File: src/rtl/hrhe_pkg.sv
// Package for the hex record halfword extractor.
// Holds the queue entry type, record layout constants and the digit decoder.
// Has no dependencies; every other file of the block uses it.
package hrhe_pkg;

	// Record layout: count digits, offset digits and first data digit.
	localparam logic [9:0] POS_COUNT_HI  = 10'd1;
	localparam logic [9:0] POS_COUNT_LO  = 10'd2;
	localparam logic [9:0] POS_OFFS_FIRST = 10'd3;
	localparam logic [9:0] POS_OFFS_LAST  = 10'd6;
	localparam logic [9:0] POS_DATA      = 10'd9;
	localparam logic [9:0] POS_MAX       = 10'd1023;

	// Digit position within a four-digit group.
	localparam logic [1:0] DIGIT_FIRST = 2'd0;
	localparam logic [1:0] DIGIT_LAST  = 2'd3;

	// Reset value of the base address register.
	localparam logic [31:0] FLASH_BASE_RESET = 32'h0800_0000;

	// One completed halfword, as it waits between front and back.
	typedef struct packed {
		logic [15:0] offset;
		logic [6:0]  word_index;
		logic [15:0] halfword;
		logic        last_word;
	} word_t;

	// Maps an ASCII hex digit (0-9, A-F) to its value; anything else, lowercase included, gives zero.
	function automatic logic [3:0] nibble_of(input logic [7:0] c);
		logic [3:0] n;
		n = 4'd0;
		if (c >= 8'h30 && c <= 8'h39) begin
			n = 4'(c - 8'h30);
		end else if (c >= 8'h41 && c <= 8'h46) begin
			n = 4'(c - 8'h41 + 8'd10);
		end
		return n;
	endfunction

endpackage

File: src/rtl/hrhe_front.sv
// Front part of the extractor: accepts characters and tracks the record.
// Decodes count and offset and assembles halfwords; depends on hrhe_pkg.
module hrhe_front (
	input  logic               clk,
	input  logic               arst_n,
	input  logic               s_tvalid,
	output logic               s_tready,
	input  logic [7:0]         s_tdata,   // [7:0] ch
	input  logic               s_tlast,   // last_char
	input  logic               q_full,
	output logic               push,
	output hrhe_pkg::word_t    push_word
);

	logic [9:0]  pos_q;
	logic [7:0]  count_q;
	logic [15:0] offset_q;
	logic [11:0] acc_q;

	logic        accept;
	logic [3:0]  nib;
	logic [9:0]  k;
	logic [7:0]  group;
	logic [1:0]  digit;
	logic [6:0]  groups;
	logic        in_data;

	assign s_tready = !q_full;
	assign accept   = s_tvalid && s_tready;
	assign nib      = hrhe_pkg::nibble_of(s_tdata);

	// Place of the current character within the data groups.
	assign k       = pos_q - hrhe_pkg::POS_DATA;
	assign group   = k[9:2];
	assign digit   = k[1:0];
	assign groups  = count_q[7:1];
	assign in_data = (pos_q >= hrhe_pkg::POS_DATA) && (group < {1'b0, groups});

	// A halfword is complete on the fourth digit of a counted group.
	assign push = accept && in_data && (digit == hrhe_pkg::DIGIT_LAST);

	always_comb begin
		push_word.offset     = offset_q;
		push_word.word_index = group[6:0];
		push_word.halfword   = {acc_q, nib};
		push_word.last_word  = (group[6:0] == groups - 7'd1);
	end

	// Record state; a final character clears everything for the next record.
	always_ff @(posedge clk or negedge arst_n) begin
		if (!arst_n) begin
			pos_q    <= '0;
			count_q  <= '0;
			offset_q <= '0;
			acc_q    <= '0;
		end else if (accept) begin
			if (s_tlast) begin
				pos_q    <= '0;
				count_q  <= '0;
				offset_q <= '0;
				acc_q    <= '0;
			end else begin
				if (pos_q == hrhe_pkg::POS_COUNT_HI || pos_q == hrhe_pkg::POS_COUNT_LO) begin
					count_q <= {count_q[3:0], nib};
				end else if (pos_q >= hrhe_pkg::POS_OFFS_FIRST &&
						pos_q <= hrhe_pkg::POS_OFFS_LAST) begin
					offset_q <= {offset_q[11:0], nib};
				end else if (in_data) begin
					if (digit == hrhe_pkg::DIGIT_FIRST) begin
						acc_q <= {8'd0, nib};
					end else if (digit == hrhe_pkg::DIGIT_LAST) begin
						acc_q <= '0;
					end else begin
						acc_q <= {acc_q[7:0], nib};
					end
				end
				if (pos_q != hrhe_pkg::POS_MAX) begin
					pos_q <= pos_q + 10'd1;
				end
			end
		end
	end

endmodule

File: src/rtl/hrhe_queue.sv
// Short queue of completed halfwords between front and back.
// Circular buffer with a fill count; depends on hrhe_pkg for the entry type.
module hrhe_queue #(
	parameter int DEPTH = 2
) (
	input  logic               clk,
	input  logic               arst_n,
	input  logic               push,
	input  hrhe_pkg::word_t    push_word,
	input  logic               pop,
	output logic               full,
	output logic               not_empty,
	output hrhe_pkg::word_t    head_word
);

	localparam int PW = (DEPTH > 1) ? $clog2(DEPTH) : 1;
	localparam int CW = $clog2(DEPTH + 1);
	localparam logic [PW-1:0] LAST_PTR = PW'(DEPTH - 1);
	localparam logic [CW-1:0] FULL_CNT = CW'(DEPTH);

	hrhe_pkg::word_t mem [DEPTH];
	logic [PW-1:0]   wr_ptr_q;
	logic [PW-1:0]   rd_ptr_q;
	logic [CW-1:0]   count_q;

	assign full      = (count_q == FULL_CNT);
	assign not_empty = (count_q != '0);
	assign head_word = mem[rd_ptr_q];

	// Storage write.
	always_ff @(posedge clk) begin
		if (push) begin
			mem[wr_ptr_q] <= push_word;
		end
	end

	// Pointers and fill count.
	always_ff @(posedge clk or negedge arst_n) begin
		if (!arst_n) begin
			wr_ptr_q <= '0;
			rd_ptr_q <= '0;
			count_q  <= '0;
		end else begin
			if (push) begin
				wr_ptr_q <= (wr_ptr_q == LAST_PTR) ? '0 : wr_ptr_q + PW'(1);
			end
			if (pop) begin
				rd_ptr_q <= (rd_ptr_q == LAST_PTR) ? '0 : rd_ptr_q + PW'(1);
			end
			if (push && !pop) begin
				count_q <= count_q + CW'(1);
			end else if (pop && !push) begin
				count_q <= count_q - CW'(1);
			end
		end
	end

endmodule

File: src/rtl/hrhe_back.sv
// Back part of the extractor: holds the base register and the output stage.
// Forms the record address and presents results; depends on hrhe_pkg.
module hrhe_back (
	input  logic               clk,
	input  logic               arst_n,
	input  logic               cfg_valid,
	output logic               cfg_ready,
	input  logic [31:0]        cfg_data,
	input  logic               q_not_empty,
	input  hrhe_pkg::word_t    q_word,
	output logic               pop,
	output logic               m_tvalid,
	input  logic               m_tready,
	output logic [55:0]        m_tdata,   // [31:0] record_address, [38:32] word_index,
	                                      // [54:39] halfword, [55] zero
	output logic               m_tlast    // last_word
);

	logic [31:0] flash_base_q;
	logic        valid_q;
	logic [31:0] addr_q;
	logic [6:0]  index_q;
	logic [15:0] half_q;
	logic        last_q;

	assign cfg_ready = 1'b1;

	// Base address register.
	always_ff @(posedge clk or negedge arst_n) begin
		if (!arst_n) begin
			flash_base_q <= hrhe_pkg::FLASH_BASE_RESET;
		end else if (cfg_valid) begin
			flash_base_q <= cfg_data;
		end
	end

	// Load the output stage whenever it is empty or being drained.
	assign pop = q_not_empty && (!valid_q || m_tready);

	always_ff @(posedge clk or negedge arst_n) begin
		if (!arst_n) begin
			valid_q <= 1'b0;
		end else if (!valid_q || m_tready) begin
			valid_q <= q_not_empty;
		end
	end

	always_ff @(posedge clk) begin
		if (pop) begin
			addr_q  <= {16'd0, q_word.offset} | flash_base_q;
			index_q <= q_word.word_index;
			half_q  <= q_word.halfword;
			last_q  <= q_word.last_word;
		end
	end

	assign m_tvalid = valid_q;
	assign m_tdata  = {1'b0, half_q, index_q, addr_q};
	assign m_tlast  = last_q;

endmodule

File: src/rtl/hex_record_halfword_extractor.sv
// Hex record halfword extractor, top level.
// Input stream s_*: one ASCII character per transaction, colon first; s_tlast
// marks the last character of a record, after which a new record begins.
// Characters 1-2 give the byte count, 3-6 the offset, and from character 9
// each group of four hex digits becomes one halfword, for count/2 groups.
// Output stream m_*: one transaction per halfword with the record address
// (offset ORed with the base register), its index and the halfword; m_tlast
// marks the last halfword of the record.
// Configuration: cfg_valid/cfg_data write the 32-bit base register, which is
// always ready; write it only while no record is in flight.
// Throughput: one character per cycle while the queue is not full. A halfword
// reaches m_* through the queue write and then the output register load once
// the character that completes it is taken. Reset clears the record state, the
// queue and the output stage, and sets the base to 0x08000000.
// When the receiver stalls, results wait in the output register and the
// queue; s_tready drops only once the queue is full.
module hex_record_halfword_extractor #(
	parameter int QUEUE_DEPTH = 2
) (
	input  logic        clk,
	input  logic        arst_n,
	input  logic        s_tvalid,
	output logic        s_tready,
	input  logic [7:0]  s_tdata,    // [7:0] ch
	input  logic        s_tlast,    // last_char
	output logic        m_tvalid,
	input  logic        m_tready,
	output logic [55:0] m_tdata,    // [31:0] record_address, [38:32] word_index,
	                                // [54:39] halfword, [55] zero
	output logic        m_tlast,    // last_word
	input  logic        cfg_valid,
	output logic        cfg_ready,
	input  logic [31:0] cfg_data
);

	logic            q_full;
	logic            q_not_empty;
	logic            push;
	logic            pop;
	hrhe_pkg::word_t push_word;
	hrhe_pkg::word_t head_word;

	// Character intake and record tracking.
	hrhe_front u_front (
		.clk       (clk),
		.arst_n    (arst_n),
		.s_tvalid  (s_tvalid),
		.s_tready  (s_tready),
		.s_tdata   (s_tdata),
		.s_tlast   (s_tlast),
		.q_full    (q_full),
		.push      (push),
		.push_word (push_word)
	);

	// Decoupling queue.
	hrhe_queue #(
		.DEPTH (QUEUE_DEPTH)
	) u_queue (
		.clk       (clk),
		.arst_n    (arst_n),
		.push      (push),
		.push_word (push_word),
		.pop       (pop),
		.full      (q_full),
		.not_empty (q_not_empty),
		.head_word (head_word)
	);

	// Address forming and output stage.
	hrhe_back u_back (
		.clk         (clk),
		.arst_n      (arst_n),
		.cfg_valid   (cfg_valid),
		.cfg_ready   (cfg_ready),
		.cfg_data    (cfg_data),
		.q_not_empty (q_not_empty),
		.q_word      (head_word),
		.pop         (pop),
		.m_tvalid    (m_tvalid),
		.m_tready    (m_tready),
		.m_tdata     (m_tdata),
		.m_tlast     (m_tlast)
	);

endmodule
File: config.mk
export PLATFORM = sky130hd
export DESIGN_NAME = hex_record_halfword_extractor
export DESIGN_NICKNAME = d
export VERILOG_FILES = /design/src/rtl/hrhe_pkg.sv /design/src/rtl/hrhe_front.sv /design/src/rtl/hrhe_queue.sv /design/src/rtl/hrhe_back.sv /design/src/rtl/hex_record_halfword_extractor.sv
export SDC_FILE = /design/constraint.sdc
export NUM_CORES = 1
export LEC_CHECK = 0
export ABC_AREA = 1
export BUFFER_PORTS_ARGS = -buffer_cell sky130_fd_sc_hd__buf_2
export CAP_MARGIN = 20
export CORE_ASPECT_RATIO = 0.75
export CORE_MARGIN = 2
export CORE_UTILIZATION = 52
export CTS_CLUSTER_SIZE = 12
export DETAILED_ROUTE_END_ITERATION = 8
export PLACE_DENSITY = 0.84
export SLEW_MARGIN = 15
export SYNTH_ARGS = -nofsm -noshare
export SYNTH_HDL_FRONTEND = slang
export SYNTH_SLANG_ARGS = --single-unit
File: constraint.sdc
create_clock -name clk -period 5.35 [get_ports clk]
set_input_delay 1.07 -clock clk [delete_from_list [all_inputs] [get_ports clk]]
set_output_delay 1.07 -clock clk [all_outputs]
set_load 0.005 [all_outputs]
==> results of run 1 <==
layer usage:
layer | track usage [%] | routed length [um] | vias up | share of wire, %
li1 | - | - | 2897 | -
met3 | 3.49 | 1230 | 29 | 6.8
met4 | 5.00 | 363 | 0 | 2.0
met2 | 31.5 | 8340 | 201 | 46
met5 | 0 | 0 | - | 0
met1 | 27.1 | 8180 | 2849 | 45
sequential cells by signal, indices dropped and copies added (netlist names):
register	flops
u_front.count_q	8
u_back.m_tvalid	1
u_back.flash_base_q	32
u_queue.wr_ptr_q	1
u_back.index_q	7
u_queue.count_q	2
u_back.addr_q	32
u_front.acc_q	12
u_back.half_q	16
u_back.m_tlast	1
u_front.pos_q	10
u_queue.rd_ptr_q	1
u_queue.mem	80
u_front.offset_q	16
cell usage after synthesis:
cell       number  area [um^2]
inv_2           7         26.3
nand2_8         1         20.0
a21oi_1         6         30.0
clkbuf_1       16         60.1
nand4_1         7         43.8
buf_12          2         40.0
inv_4           1         6.26
o21ai_0        35          175
nor2_1         43          161
o2111ai_1       1         8.76
nand3_1        50          250
nand2_2        15         93.8
a21oi_4         1         16.3
o31ai_1         4         30.0
nor2_2          2         12.5
o22ai_1         3         18.8
o21ai_2        14          123
nor2_4          1         11.3
nor3_1          4         20.0
dfstp_2         1         26.3
buf_1           1         3.75
xor2_1         18          158
nand2_1       236          886
dfrtp_1        82         2050
nand3b_1        3         22.5
edfxtp_1      136         4080
o21ai_1         3         15.0
buf_6           3         33.8
buf_4           4         30.0
inv_1          66          248
or2_2           1         6.26
xnor2_1         4         35.0
nand2_4         1         11.3
mux2_2         16          180
conb_1          2         7.51
buf_2           3         15.0
ha_1           19          238
o21ai_4         1         16.3
through the flow:
stage	setup slack [ps]	total power (W)	cells	hold slack, ps
global placement	1640	0.00330	1133	423
finish	1640	0.00474	1175	446
global route	1350	0.00498	1175	450
floorplan	294	0.00294	813	421
detailed placement	1480	0.00334	1134	435
CTS	1470	0.00478	1174	449
worst min-delay path by stage:
stage / startpoint / endpoint / slack [ps] / cells past startpoint
floorplan: u_back.flash_base_q[16]$_DFFE_PN0P_ / u_back.addr_q[16]$_DFFE_PP_ / 420 / 0
global placement: u_back.flash_base_q[17]$_DFFE_PN0P_ / u_back.addr_q[17]$_DFFE_PP_ / 420 / 0
detailed placement: u_back.flash_base_q[16]$_DFFE_PN0P_ / u_back.addr_q[16]$_DFFE_PP_ / 440 / 0
CTS: u_back.flash_base_q[16]$_DFFE_PN0P_ / u_back.addr_q[16]$_DFFE_PP_ / 450 / 0
global route: u_back.flash_base_q[16]$_DFFE_PN0P_ / u_back.addr_q[16]$_DFFE_PP_ / 450 / 0
finish: u_back.flash_base_q[25]$_DFFE_PN0P_ / u_back.addr_q[25]$_DFFE_PP_ / 450 / 0
layout by cell type (no fill, tap or decap), drive strengths merged:
cell type and instances:
o21ai 53, buf 109, xor2 18, a21oi 7
nor2 46, nand3b 3, edfxtp 136, conb 2
or2 1, dfrtp 82, dfstp 1, nand2 253
nand4 7, nand3 50, o22ai 3, inv 74
o31ai 4, o2111ai 1, nor3 4, clkbuf 38
xnor2 4, mux2 16, clkinv 1, ha 19
bufinv 1
cell type report:
class	count	area share [%]
sequential	219	58.0
inverter	74	2.64
tap	242	2.85
clock buffer	38	5.84
clock inverter	2	0.435
timing repair buffer	109	5.67
multi-input combinational	491	24.6
power by group:
part	leakage, nW	switching (W)	internal (W)
combinational	1.91	0.000728	0.000342
sequential	2.36	0.0000943	0.00214
clock	0.317	0.000600	0.000835
total	4.58	0.00142	0.00332
kinds of logic after synthesis:
logic type	Yosys count	share of synthesized area, %
AOI/OAI and AO/OA	68	4.70
buffers and inverters	103	5.02
and+or+nand+nor	364	16.7
muxes	16	1.96
adders and majority gates	19	2.58
xor gates and xnor gates	22	2.09
other	2	0.0815
DFF	219	66.9
==> impl_metrics.ini, run 1 <==
[grt]
globalRouteOverflowTotal = 0
grt_pass1_vias = 5853
grt_pass1_wl_um = 28900
grt_usage_pct = 19.4
grt_start_max_net_pins = 53
antenna_found_initial = 0

[clock_tree]
cts_buffers = 22
clock_path_buffers = 3
cts_hold_buf = 0
clkSinkCount = 219
clk_pin_slew_worst_paths_ps = 60
clk_latency_ps = 500
root_buffer = clkbuf_16
cts_resized = 0
postCtsSetupBuffers = 0
cts_max_level = 1
cts_tree = yes

[placement]
portBuffers = 103
place_congestion = 0.895
place_area_um2 = 9940
hpwl_um = 12000

[drt]
ant_nets = 0
wl_per_cell_um = 15.4
firstDrtPassIters = 5
totalWireLength_um = 18100
num_vias = 5976
drc = 0
drt_iter0_drc = 462
vias_per_cell = 5.09

[critical_path]
reg2reg_from = u_front.pos_q[0]$_DFFE_PN0P_
critPathRequiredTime_ps = 5560
critical_path.top_delay_family = simple AND/OR/NAND/NOR gates
timing.rr.end = u_queue.mem[1][34]$_DFFE_PP_
cp_slowest_cell = nor2_4
arrival_ps = 3920
critPathMaxStageDelay_ps = 710
reg2reg_depth = 16
crit_chain = inv_1 > ha_1 > nand2_1 > nand2_1 > xor2_1 > ha_1 > nand2_1 > inv_1 > nand2_1 > nand2_1 > nand2_1 > nand2_1 > nand2_1 > nand4_1 > nor2_4 > buf_16
cp-startpoint = u_front.pos_q[0]$_DFFE_PN0P_
critPathLaunchType = register
path_class = reg -> reg
endpoint_kind = register
path_buf_inv = 3
cp.depth = 16
rrSetupSlack_ps = 1640
crit_path_end = u_queue.mem[1][34]$_DFFE_PP_
worst-path-max-fanout = 22
cpMostUsedCell = nand2_1

[die]
die_h_um = 119
io_pins = 106
fp.dieW_um = 158
fp.dieArea_um2 = 18800
rows = 42
core_um2 = 17500
start_util_pct = 52.7

[sta]
hold_violations = 0
clock_skew_ps = 12.0
period_needed_ps = 3710
setup_tns_ps = 0
worstMarginPinSlew_ps = 849
grt_setup_unrepaired = false
setup_viol_count_final = 0
max_freq_mhz = 269
maxSlewHeadroom_pct = 43.4
min_period_over_period_pct = 69.4
drv_slew = 0

[synthesis]
netlist_area_um2 = 9220
yosysUniqueCellTypes = 38
synth_warnings = 0
synth_cells = 813
yosysSeqAreaShare_pct = 66.9
syn_nets = 878
synth.avg_cell_area_um2 = 11.3
ys_seq_elements = 219

[final_layout]
post-route-util_pct = 60.8
nets = 982
seqCellArea_um2 = 6160
multi_input_area_um2 = 2620
nFillCells = 1380
num_antenna_cells = 0
final_design_area_no_fill_um2 = 10600
drive_above_1_share_pct = 21.3
syn_to_final_growth_pct = 15.4

[power]
powerDensity_nw_per_um2 = 446
ir_worst_vdd_mv = 0.311
leakage_nw = 4.58

[job]
drv_cap = 0

[run_status]
status = complete, no violations

[min_path]
hold_class = reg -> reg
No activity file was read; power rests on OpenSTA's default activity.
==> inputs of run 2 (changes only) <==
==> constraint.sdc (replaced) <==
create_clock -name clk -period 3.8 [get_ports clk]
set_input_delay 0.76 -clock clk [delete_from_list [all_inputs] [get_ports clk]]
set_output_delay 0.76 -clock clk [all_outputs]
set_load 0.005 [all_outputs]
==> impl_metrics.ini, run 2 (synthesis results as in run 1) <==
[run_status]
status = complete, no violations

[critical_path]
reg2reg_depth = 19
endpoint_kind = register
critPathRequiredTime_ps = 4170
reg2reg_from = u_front.pos_q[0]$_DFFE_PN0P_
worst-path-max-fanout = 8
rrSetupSlack_ps = 470
timing.rr.end = u_queue.count_q[1]$_DFFE_PN0P_
path_class = reg -> reg
critPathLaunchType = register
arrival_ps = 3690

[sta]
min_period_over_period_pct = 87.6
setup_viol_count_final = 0
grt_setup_unrepaired = false
holdWs_ps = 113
worstMarginPinSlew_ps = 851
period_needed_ps = 3330
max_freq_mhz = 301
clock_skew_ps = 13.1
hold_violations = 0
drv_slew = 0
maxSlewHeadroom_pct = 43.3

[clock_tree]
cts_max_level = 1
clk_pin_slew_worst_paths_ps = 60
cts_tree = yes
cts_hold_buf = 0
clock_path_buffers = 3
cts_resized = 0
clkSinkCount = 219
cts_buffers = 22
postCtsSetupBuffers = 0
clk_latency_ps = 500
root_buffer = clkbuf_16

[placement]
place_congestion = 0.912
portBuffers = 103
hpwl_um = 11600

[grt]
grt_pass1_vias = 5786
grt_usage_pct = 19.3
grt_pass1_wl_um = 29000
globalRouteOverflowTotal = 0
grt_start_max_net_pins = 50
antenna_found_initial = 0

[drt]
drc = 0
firstDrtPassIters = 5
drt_iter0_drc = 449
num_vias = 5988
wl_per_cell_um = 15.0
ant_nets = 0
vias_per_cell = 5.09
totalWireLength_um = 17600

[die]
die_h_um = 119
core_um2 = 17500
fp.dieW_um = 158
rows = 42
io_pins = 106
start_util_pct = 52.7
fp.dieArea_um2 = 18800

[final_layout]
largest_reg_flops = 80
final_cell_mix = 236 x nand2_1, 136 x edfxtp_1, 102 x buf_2
regMostFlops = u_queue.mem
top_regs = u_queue.mem: 80 flops, u_back.addr_q: 32 flops, u_back.flash_base_q: 32 flops
post-route-util_pct = 60.7
syn_to_final_growth_pct = 15.2
mostFrequentLayoutCell = nand2_1
num_antenna_cells = 0
drive_above_1_share_pct = 21.4
nets = 983

[min_path]
hold_class = in -> async

[power]
powerDensity_nw_per_um2 = 624
ir_worst_vdd_mv = 0.400
leakage_nw = 4.58
total_power_w = 0.00662

[job]
drv_cap = 0
[run 2: changes by cell type in the layout (fill, tap and decap cells not counted)]
cell / change
buf_12: +2
buf_16: -2
buf_4: +1
clkbuf_8: -1
clkinv_2: +1
[run 2: per-stage QoR]
| step | setup TNS, ps | instances | setup slack (ps) | instance area [um^2] |
|---|---|---|---|---|
| final | 0 | 1176 | 473 | 10600 |
| after global routing | 0 | 1176 | 118 | 10600 |
| after CTS | 0 | 1176 | 488 | 10600 |
| after detailed placement | 0 | 1136 | 512 | 9960 |
| after global placement | 0 | 1136 | 644 | 9960 |
| after floorplan | -27360 | 813 | -342 | 9220 |
[run 2: final cells by class]
cell class              instances  area [um^2]
well taps                     242          303
clock inverters                 3         51.3
multi-input cells             491         2620
inverters                      74          280
clock buffers                  37          607
fillers                      1376         6880
flip-flops and latches        219         6160
repair buffers                110          596
[run 2: worst max-delay path, stage by stage, from the launching register on]
cell and delay, ps:
dfrtp_1 460, inv_1 230, ha_1 230, nand2_1 60, nand2_1 160, xor2_1 340, ha_1 300, nand2_1 60
inv_1 30, nand2_1 50, nand2_1 40, nand2_1 50, nand2_1 40, nand2_1 70, nand4_1 280, inv_1 140
ha_1 260, a21oi_1 120, o21ai_0 110, xor2_1 150
[run 2: routing by layer]
layer / share of wire [%] / global-route usage (%) / wire, um
met4: 2.0 / 4.26 / 344
met3: 6.0 / 2.91 / 1060
met2: 46 / 30.9 / 8090
met5: 0 / 0 / 0
met1: 46 / 28.2 / 8140
[run 2: worst max path at each step]
stage	from	end	slack, ps	cells after the start
4_1_cts	u_front.pos_q[0]$_DFFE_PN0P_	u_queue.count_q[1]$_DFFE_PN0P_	490	19
2_1_floorplan	u_front.pos_q[0]$_DFFE_PN0P_	u_queue.mem[0][0]$_DFFE_PP_	-340	15
3_3_place_gp	u_front.pos_q[0]$_DFFE_PN0P_	u_queue.count_q[1]$_DFFE_PN0P_	640	19
3_5_place_dp	u_front.pos_q[0]$_DFFE_PN0P_	u_queue.count_q[1]$_DFFE_PN0P_	510	19
5_1_grt	u_front.pos_q[0]$_DFFE_PN0P_	u_queue.count_q[1]$_DFFE_PN0P_	120	19
6_report	u_front.pos_q[0]$_DFFE_PN0P_	u_queue.count_q[1]$_DFFE_PN0P_	470	19
[run 2: where the power goes]
part | switching, W | leakage, nW | internal [W]
clock | 0.000833 | 0.314 | 0.00116
combinational | 0.00101 | 1.91 | 0.000480
sequential | 0.000130 | 2.36 | 0.00302
